## config.mk

```make
export PLATFORM = sky130hd
export DESIGN_NAME = order_book_matching_unit
export DESIGN_NICKNAME = d
export VERILOG_FILES = /design/src/sv/obm_pkg.sv /design/src/sv/obm_ram.sv /design/src/sv/obm_out_reg.sv /design/src/sv/order_book_matching_unit.sv
export SDC_FILE = /design/constraint.sdc
export NUM_CORES = 2
export LEC_CHECK = 0
export BUFFER_PORTS_ARGS = -buffer_cell sky130_fd_sc_hd__buf_2
export CAP_MARGIN = 10
export CELL_PAD_IN_SITES_DETAIL_PLACEMENT = 0
export CELL_PAD_IN_SITES_GLOBAL_PLACEMENT = 1
export CORE_ASPECT_RATIO = 0.7
export CORE_UTILIZATION = 59
export DETAILED_ROUTE_END_ITERATION = 8
export PLACE_DENSITY_LB_ADDON = 0.1
export SYNTH_ARGS = -nofsm -noshare
export SYNTH_HDL_FRONTEND = slang
export SYNTH_HIERARCHICAL = 1
export SYNTH_SLANG_ARGS = --single-unit
```

## constraint.sdc

```tcl
create_clock -name i_clk -period 15.86 [get_ports i_clk]
set_input_delay 0.793 -clock i_clk [delete_from_list [all_inputs] [get_ports i_clk]]
set_output_delay 0.793 -clock i_clk [all_outputs]
set_load 0.02 [all_outputs]
```

## src/sv/obm_pkg.sv

```systemverilog
`timescale 1ns / 1ps

package obm_pkg;

    localparam int BOOK_DEPTH = 16;
    // Entry index and fill count widths
    localparam int AW = (BOOK_DEPTH > 1) ? $clog2(BOOK_DEPTH) : 1;
    localparam int CW = $clog2(BOOK_DEPTH + 1);
    localparam int ENTRY_W = 48;

    typedef enum logic [1:0] {
        KIND_TRADE   = 2'd0,
        KIND_FILLED  = 2'd1,
        KIND_RESTED  = 2'd2,
        KIND_DROPPED = 2'd3
    } t_kind;

    typedef struct packed {
        logic [7:0]  trader;
        logic [7:0]  item;
        logic [15:0] price;
        logic [15:0] qty;
    } t_entry;

    typedef struct packed {
        t_kind       kind;
        logic [7:0]  seller;
        logic [7:0]  buyer;
        logic [7:0]  item;
        logic [15:0] price;
        logic [15:0] qty;
        logic        last;
    } t_result;

    typedef enum logic [2:0] {
        S_IDLE   = 3'b001,
        S_WALK   = 3'b010,
        S_STATUS = 3'b100
    } t_state;

endpackage

```

## src/sv/obm_ram.sv

```systemverilog
`timescale 1ns / 1ps

module obm_ram #(
    parameter int DEPTH = 16,
    parameter int WIDTH = 48,
    parameter int AW    = 4
) (
    input  logic             i_clk,
    input  logic             i_we,
    input  logic [AW-1:0]    i_waddr,
    input  logic [WIDTH-1:0] i_wdata,
    input  logic             i_re,
    input  logic [AW-1:0]    i_raddr,
    output logic [WIDTH-1:0] o_rdata
);

    logic [WIDTH-1:0] r_mem [DEPTH];

    always_ff @(posedge i_clk) begin
        if (i_we) begin
            r_mem[i_waddr] <= i_wdata;
        end
        if (i_re) begin
            o_rdata <= r_mem[i_raddr];
        end
    end

endmodule

```

## src/sv/obm_out_reg.sv

```systemverilog
`timescale 1ns / 1ps

module obm_out_reg (
    input  logic             i_clk,
    input  logic             i_rst_n,
    input  logic             i_push,
    input  obm_pkg::t_result i_word,
    output logic             o_busy,
    output logic             o_valid,
    input  logic             i_ready,
    output logic [1:0]       o_kind,
    output logic [7:0]       o_seller_id,
    output logic [7:0]       o_buyer_id,
    output logic [7:0]       o_trade_item,
    output logic [15:0]      o_trade_price,
    output logic [15:0]      o_trade_quantity,
    output logic             o_last
);
    import obm_pkg::*;

    logic    r_valid;
    t_result r_word;

    // a push only comes while not busy
    always_ff @(posedge i_clk) begin
        if (!i_rst_n) begin
            r_valid <= 1'b0;
        end else if (i_push) begin
            r_valid <= 1'b1;
        end else if (i_ready) begin
            r_valid <= 1'b0;
        end
    end

    always_ff @(posedge i_clk) begin
        if (i_push) begin
            r_word <= i_word;
        end
    end

    assign o_busy           = r_valid && !i_ready;
    assign o_valid          = r_valid;
    assign o_kind           = r_word.kind;
    assign o_seller_id      = r_word.seller;
    assign o_buyer_id       = r_word.buyer;
    assign o_trade_item     = r_word.item;
    assign o_trade_price    = r_word.price;
    assign o_trade_quantity = r_word.qty;
    assign o_last           = r_word.last;

endmodule

```

## src/sv/order_book_matching_unit.sv

```systemverilog
`timescale 1ns / 1ps

// Limit order matching: one order word in, then zero or more trade words and
// one closing status word (o_last high) out. Both books sit in single-port-
// read RAMs; an order streams the opposite book through a read/modify/write
// pass, one resting entry per cycle while no trade word is held up by the
// output side, compacting out used-up entries as it goes. The status word
// follows the walk, and the next order word can be taken once the status
// word has been handed to the output register. A trade or status word that
// finds the previous word still held by the output side waits for it.
// New orders are taken only between orders.
module order_book_matching_unit (
    input  logic        i_clk,
    input  logic        i_rst_n,
    input  logic        i_valid,
    output logic        o_ready,
    input  logic        i_command,
    input  logic [7:0]  i_trader_id,
    input  logic [7:0]  i_item_id,
    input  logic [15:0] i_limit_price,
    input  logic [15:0] i_order_quantity,
    output logic        o_valid,
    input  logic        i_ready,
    output logic [1:0]  o_kind,
    output logic [7:0]  o_seller_id,
    output logic [7:0]  o_buyer_id,
    output logic [7:0]  o_trade_item,
    output logic [15:0] o_trade_price,
    output logic [15:0] o_trade_quantity,
    output logic        o_last
);
    import obm_pkg::*;

    t_state      r_state;
    logic        r_is_buy;
    logic [7:0]  r_trader;
    logic [7:0]  r_item;
    logic [15:0] r_limit;
    logic [15:0] r_remain;
    logic [CW-1:0] r_buy_cnt, r_sell_cnt;
    logic [CW-1:0] r_rd, r_wr;   // read and compacted write pointers
    logic        r_dv;           // RAM output holds entry r_rd-1

    logic [ENTRY_W-1:0] buy_rdata, sell_rdata;
    logic        buy_we, sell_we, buy_re, sell_re;
    logic [AW-1:0] buy_waddr, sell_waddr;
    logic [ENTRY_W-1:0] buy_wdata, sell_wdata;

    logic [CW-1:0] walk_cnt, own_cnt;
    t_entry      e, walk_wdata, own_entry;
    logic        crossed, hit, go, out_busy, push;
    logic        walk_we, walk_re, own_we;
    logic [15:0] fill, left_qty;
    t_result     word;

    assign walk_cnt = r_is_buy ? r_sell_cnt : r_buy_cnt;
    assign own_cnt  = r_is_buy ? r_buy_cnt : r_sell_cnt;
    assign e        = t_entry'(r_is_buy ? sell_rdata : buy_rdata);

    // match test on the entry just read
    assign crossed  = r_is_buy ? (e.price <= r_limit) : (e.price >= r_limit);
    assign hit      = (r_state == S_WALK) && r_dv && (r_remain != 16'd0) &&
                      (e.trader != r_trader) && (e.item == r_item) && crossed;
    assign fill     = (e.qty < r_remain) ? e.qty : r_remain;
    assign left_qty = e.qty - fill;
    assign go       = !(hit && out_busy);

    // entries survive at the write pointer unless used up
    assign walk_we  = (r_state == S_WALK) && go && r_dv && (!hit || (left_qty != 16'd0));
    assign walk_re  = (r_state == S_WALK) && go && (r_rd < walk_cnt);
    always_comb begin
        walk_wdata = e;
        if (hit) begin
            walk_wdata.qty = left_qty;
        end
    end

    assign own_we    = (r_state == S_STATUS) && !out_busy && (r_remain != 16'd0) &&
                       (own_cnt < CW'(BOOK_DEPTH));
    assign own_entry = '{trader: r_trader, item: r_item, price: r_limit, qty: r_remain};

    // route walk and rest traffic to the two books
    assign buy_we     = r_is_buy ? own_we : walk_we;
    assign buy_waddr  = r_is_buy ? own_cnt[AW-1:0] : r_wr[AW-1:0];
    assign buy_wdata  = r_is_buy ? ENTRY_W'(own_entry) : ENTRY_W'(walk_wdata);
    assign buy_re     = !r_is_buy && walk_re;
    assign sell_we    = r_is_buy ? walk_we : own_we;
    assign sell_waddr = r_is_buy ? r_wr[AW-1:0] : own_cnt[AW-1:0];
    assign sell_wdata = r_is_buy ? ENTRY_W'(walk_wdata) : ENTRY_W'(own_entry);
    assign sell_re    = r_is_buy && walk_re;

    obm_ram #(.DEPTH(BOOK_DEPTH), .WIDTH(ENTRY_W), .AW(AW)) u_buy_ram (
        .i_clk(i_clk), .i_we(buy_we), .i_waddr(buy_waddr), .i_wdata(buy_wdata),
        .i_re(buy_re), .i_raddr(r_rd[AW-1:0]), .o_rdata(buy_rdata)
    );

    obm_ram #(.DEPTH(BOOK_DEPTH), .WIDTH(ENTRY_W), .AW(AW)) u_sell_ram (
        .i_clk(i_clk), .i_we(sell_we), .i_waddr(sell_waddr), .i_wdata(sell_wdata),
        .i_re(sell_re), .i_raddr(r_rd[AW-1:0]), .o_rdata(sell_rdata)
    );

    // result word: trade during the walk, status at the end
    assign push = hit ? go : ((r_state == S_STATUS) && !out_busy);
    always_comb begin
        if (r_state == S_WALK) begin
            word.kind   = KIND_TRADE;
            word.seller = r_is_buy ? e.trader : r_trader;
            word.buyer  = r_is_buy ? r_trader : e.trader;
            word.price  = e.price;
            word.qty    = fill;
            word.last   = 1'b0;
        end else begin
            if (r_remain == 16'd0) begin
                word.kind = KIND_FILLED;
            end else if (own_cnt < CW'(BOOK_DEPTH)) begin
                word.kind = KIND_RESTED;
            end else begin
                word.kind = KIND_DROPPED;
            end
            word.seller = r_trader;
            word.buyer  = 8'd0;
            word.price  = r_limit;
            word.qty    = r_remain;
            word.last   = 1'b1;
        end
        word.item = r_item;
    end

    obm_out_reg u_out (
        .i_clk(i_clk), .i_rst_n(i_rst_n), .i_push(push), .i_word(word),
        .o_busy(out_busy), .o_valid(o_valid), .i_ready(i_ready),
        .o_kind(o_kind), .o_seller_id(o_seller_id), .o_buyer_id(o_buyer_id),
        .o_trade_item(o_trade_item), .o_trade_price(o_trade_price),
        .o_trade_quantity(o_trade_quantity), .o_last(o_last)
    );

    assign o_ready = (r_state == S_IDLE);

    always_ff @(posedge i_clk) begin
        if (!i_rst_n) begin
            r_state    <= S_IDLE;
            r_buy_cnt  <= '0;
            r_sell_cnt <= '0;
            r_dv       <= 1'b0;
        end else begin
            unique case (r_state)
                S_IDLE: begin
                    if (i_valid) begin
                        r_state <= S_WALK;
                        r_dv    <= 1'b0;
                    end
                end
                S_WALK: begin
                    if (go) begin
                        r_dv <= walk_re;
                    end
                    // pass complete: the book shrinks to the compacted count
                    if (!r_dv && (r_rd == walk_cnt)) begin
                        if (r_is_buy) begin
                            r_sell_cnt <= r_wr;
                        end else begin
                            r_buy_cnt <= r_wr;
                        end
                        r_state <= S_STATUS;
                    end
                end
                S_STATUS: begin
                    if (!out_busy) begin
                        if (own_we) begin
                            if (r_is_buy) begin
                                r_buy_cnt <= r_buy_cnt + 1'b1;
                            end else begin
                                r_sell_cnt <= r_sell_cnt + 1'b1;
                            end
                        end
                        r_state <= S_IDLE;
                    end
                end
                default: r_state <= S_IDLE;
            endcase
        end
    end

    // order word and walk pointers
    always_ff @(posedge i_clk) begin
        if (r_state == S_IDLE) begin
            r_is_buy <= i_command;
            r_trader <= i_trader_id;
            r_item   <= i_item_id;
            r_limit  <= i_limit_price;
            r_remain <= i_order_quantity;
            r_rd     <= '0;
            r_wr     <= '0;
        end else begin
            if (walk_we) begin
                r_wr <= r_wr + 1'b1;
            end
            if (walk_re) begin
                r_rd <= r_rd + 1'b1;
            end
            if (hit && go) begin
                r_remain <= r_remain - fill;
            end
        end
    end

`ifndef NO_ASSERTIONS
    a_cnt_range: assert property (@(posedge i_clk) disable iff (!i_rst_n)
        (r_buy_cnt <= CW'(BOOK_DEPTH)) && (r_sell_cnt <= CW'(BOOK_DEPTH)))
        else $error("book count beyond depth");
    a_wr_behind: assert property (@(posedge i_clk) disable iff (!i_rst_n)
        (r_state == S_WALK) |-> (r_wr <= r_rd))
        else $error("compaction pointer overtook read pointer");
    a_last_status: assert property (@(posedge i_clk) disable iff (!i_rst_n)
        push && word.last |-> (r_state == S_STATUS))
        else $error("status word outside status state");
    a_no_push_busy: assert property (@(posedge i_clk) disable iff (!i_rst_n)
        push |-> !out_busy)
        else $error("word pushed over a stalled word");
`endif

endmodule

```

==> results.json <==
{
  "wl_per_cell_um": 31.36,
  "cp_max_fo": 122,
  "drc_errors": 0,
  "hold_class": "in2reg",
  "worst_r2r_path_depth": 29,
  "clock_latency_ns": 0.82,
  "synth_top_family_by_area": "multiplexers",
  "syn2layout_area_growth_pct": 11.06,
  "tritoncts": "yes",
  "synthTopCellsByArea": "edfxtp_1 74%, mux4_2 12%, a22oi_1 2.1%, nand2_1 1.6%, ha_1 0.88%",
  "post-route-period-util": 0.5751,
  "postCtsSetupBuffers": 0,
  "worstPathArrival_ns": 9.57,
  "peakVddDrop_mv": 0.1291,
  "path_depth": 29,
  "path_delay_family": "simple AND/OR/NAND/NOR gates",
  "p_int_mw": 7.587,
  "synthAdderAreaFrac": 0.009693,
  "synthXorXnorAreaFrac": 0.006891,
  "switching_power_mw": 2.510,
  "syn_avg_cell_area_um2": 19.21,
  "drv_slew": 0,
  "setup_viol": 0,
  "gr-total-overflow": 0,
  "seqPwrFrac": 0.529,
  "slew-limit-headroom": 0.2161,
  "hold_depth": 1,
  "nets": 4000,
  "pin_count": 114,
  "hold_viol": 0,
  "die-area_um2": 121700,
  "hold_start": "i_limit_price[8]",
  "yosys_warnings": 6,
  "p_per_area_nw_per_um2": 128.1,
  "core_area_um2": 119400,
  "ys.flop_type": "edfxtp_1",
  "synth-edff-count": 1740,
  "hpwlAfterDp_um": 107400,
  "synth.distinct_cells": 98,
  "synthMuxAreaShare": 0.1396,
  "finalCriticalPeriod_ns": 9.122,
  "holdBufCountCts": 0,
  "critPathSlowestCell": "nor2_4",
  "clkPwrFrac": 0.366,
  "ys_seq_area_frac": 0.7430,
  "clk_pin_slew_ns": 0.06,
  "setup.worst_path.end_class": "flip-flop",
  "cap_violations": 0,
  "crit_start": "r_is_buy",
  "synth_compound_area_frac": 0.04940,
  "path_buf_inv": 7,
  "routed_wl_um": 175300,
  "grt_pass1_vias": 36550,
  "worstReg2RegStart": "r_is_buy",
  "max_stage_delay_ns": 0.87,
  "critPathLaunchType": "flip-flop",
  "n_antenna_cell": 0,
  "rsz0062_at_grt": "false",
  "status": "completed",
  "mappedNetlistNets": 3798,
  "yosysTopAreaCell": "edfxtp_1",
  "first_pass_iters": 5,
  "max_freq_ghz": 0.1096,
  "synthSimpleGateAreaFrac": 0.03518,
  "cts_htree_levels": 4,
  "drtAntennaViolNets": 0,
  "drtIter0Drc": 3906,
  "netSwitchingFraction": 0.2486,
  "netlist.area_leader.share": 0.7360,
  "ys_ff_latch": 1765,
  "syn_area_um2": 71000,
  "die_width_um": 416.6,
  "critical_path_class": "reg2reg",
  "ctsLongestPathBuffers": 3,
  "final_common_cell": "edfxtp_1",
  "async_flop_share": 0,
  "fp.dieH_um": 292.2,
  "root_buffer": "clkbuf_16",
  "worst_pin_slew_ns": 1.167,
  "holdWs_ns": 0.1473,
  "gr-usage-all-layers": 0.2931,
  "p_comb_frac": 0.105,
  "skew_ns": 0.03818,
  "placementRows": 106,
  "num_vias": 36590,
  "required_ns": 16.31,
  "portBuffers": 113,
  "grt_max_degree": 137,
  "cts_buffers": 160,
  "p_leak_nw": 24.96,
  "syn_inst": 3695,
  "viasPerCell": 6.547,
  "grt_antenna_before_repair": 5,
  "start_util": 0.5948,
  "grt_pass1_wl_um": 253900,
  "gp_congestion": 0.9256,
  "clock-sinks": 1765,
  "finalSetupTns_ns": 0,
  "drive_above_1_share": 0.2451,
  "cts_resized": 0,
  "layout_common_cells": "1740 x edfxtp_1, 384 x mux4_2, 301 x nand2_1, 196 x a22oi_1, 161 x clkbuf_16"
}
sequential cells by signal, indices dropped and copies added, names as in the netlist, 8 cells and up:
signal                  cells
r_remain                   16
r_item                      8
u_buy_ram/o_rdata          48
r_limit                    16
u_out/o_trade_item          8
u_out/o_trade_price        16
u_sell_ram/r_mem          768
u_sell_ram/o_rdata         48
u_out/o_buyer_id            8
r_trader                    8
u_out/o_trade_quantity     16
u_out/o_seller_id           8
u_buy_ram/r_mem           768
worst reg2reg max path, delay by kind of cell, from the launching register on:
kind | cells | cell delay, ns
AOI/OAI and AO/OA | 8 | 1.77
xor gates and xnor gates | 1 | 0.28
adders and majority gates | 3 | 0.95
buffers and inverters | 7 | 2.32
DFF | 1 | 0.33
muxes | 1 | 0.35
and+or+nand+nor | 9 | 2.74
worst paths after layout:
check	slack [ns]	end
worst max register to register	6.74	u_buy_ram/r_mem[13][37]
worst min register to register	0.50	r_wr[4]
worst max-delay path	6.74	u_buy_ram/r_mem[13][37]
worst min-delay path	0.15	r_limit[8]
cells in the mapped netlist, types with 11 or more instances:
master,n
mux4_2,384
buf_2,24
ha_1,50
dfxtp_1,25
a21oi_1,63
nor2b_1,13
nand4_1,11
mux2i_1,46
nor2_1,110
and3_1,19
inv_1,50
buf_4,38
mux2_2,51
a211oi_1,16
nand2_1,301
clkbuf_1,98
a31oi_1,13
nor3_1,24
xnor2_1,44
nand3_1,27
edfxtp_1,1740
buf_1,26
a22oi_1,196
nor4_1,12
o21ai_0,125
cell families (layout without fill, tap and decap cells):
family          count (synthesis)  after routing
flops                        1765           1765
simple gates                  564            564
compound gates                512            512
mux                           493            493
buf+inv                       253            581
fa+ha+maj                      56             56
xor+xnor                       52             52
area by class of cell:
| cell class | count | area, um2 |
|---|---|---|
| Sequential cell | 1765 | 52760 |
| Timing Repair Buffer | 229 | 1503 |
| Multi-Input combinational cell | 1677 | 17440 |
| Clock inverter | 88 | 769.5 |
| Tap cell | 1566 | 1959 |
| Clock buffer | 200 | 4175 |
| Fill cell | 7851 | 40520 |
| Inverter | 64 | 241.5 |
per-stage QoR:
step / util / instance area [um2] / std cells / worst slack, ns / total power [mW]
global placement: 0.6189 / 73880 / 5299 / 7.046 / 6.468
floorplan: - / 71000 / 3695 / 5.274 / 6.048
detailed placement: 0.6189 / 73880 / 5299 / 6.832 / 6.478
finish: 0.6605 / 78840 / 5589 / 6.738 / 10.10
CTS: 0.6603 / 78820 / 5587 / 6.820 / 10.13
global route: 0.6605 / 78840 / 5589 / 6.243 / 10.39
power by group through the flow:
stage | clock [mW] | sequential [mW] | combinational (mW)
3_5_place_dp | 0 | 5.44 | 1.04
2_1_floorplan | 0 | 5.39 | 0.653
4_1_cts | 3.75 | 5.34 | 1.05
6_report | 3.70 | 5.34 | 1.06
3_3_place_gp | 0 | 5.44 | 1.03
5_1_grt | 3.92 | 5.34 | 1.14
layer usage:
layer,vias to the layer above,share of wire,global-route usage
met1,19280,0.43,0.4390
li1,15540,-,-
met3,224,0.073,0.04737
met4,4,0.023,0.07972
met2,1551,0.47,0.4558
met5,-,0.00015,0
No activity file was read; power rests on OpenSTA's default activity.
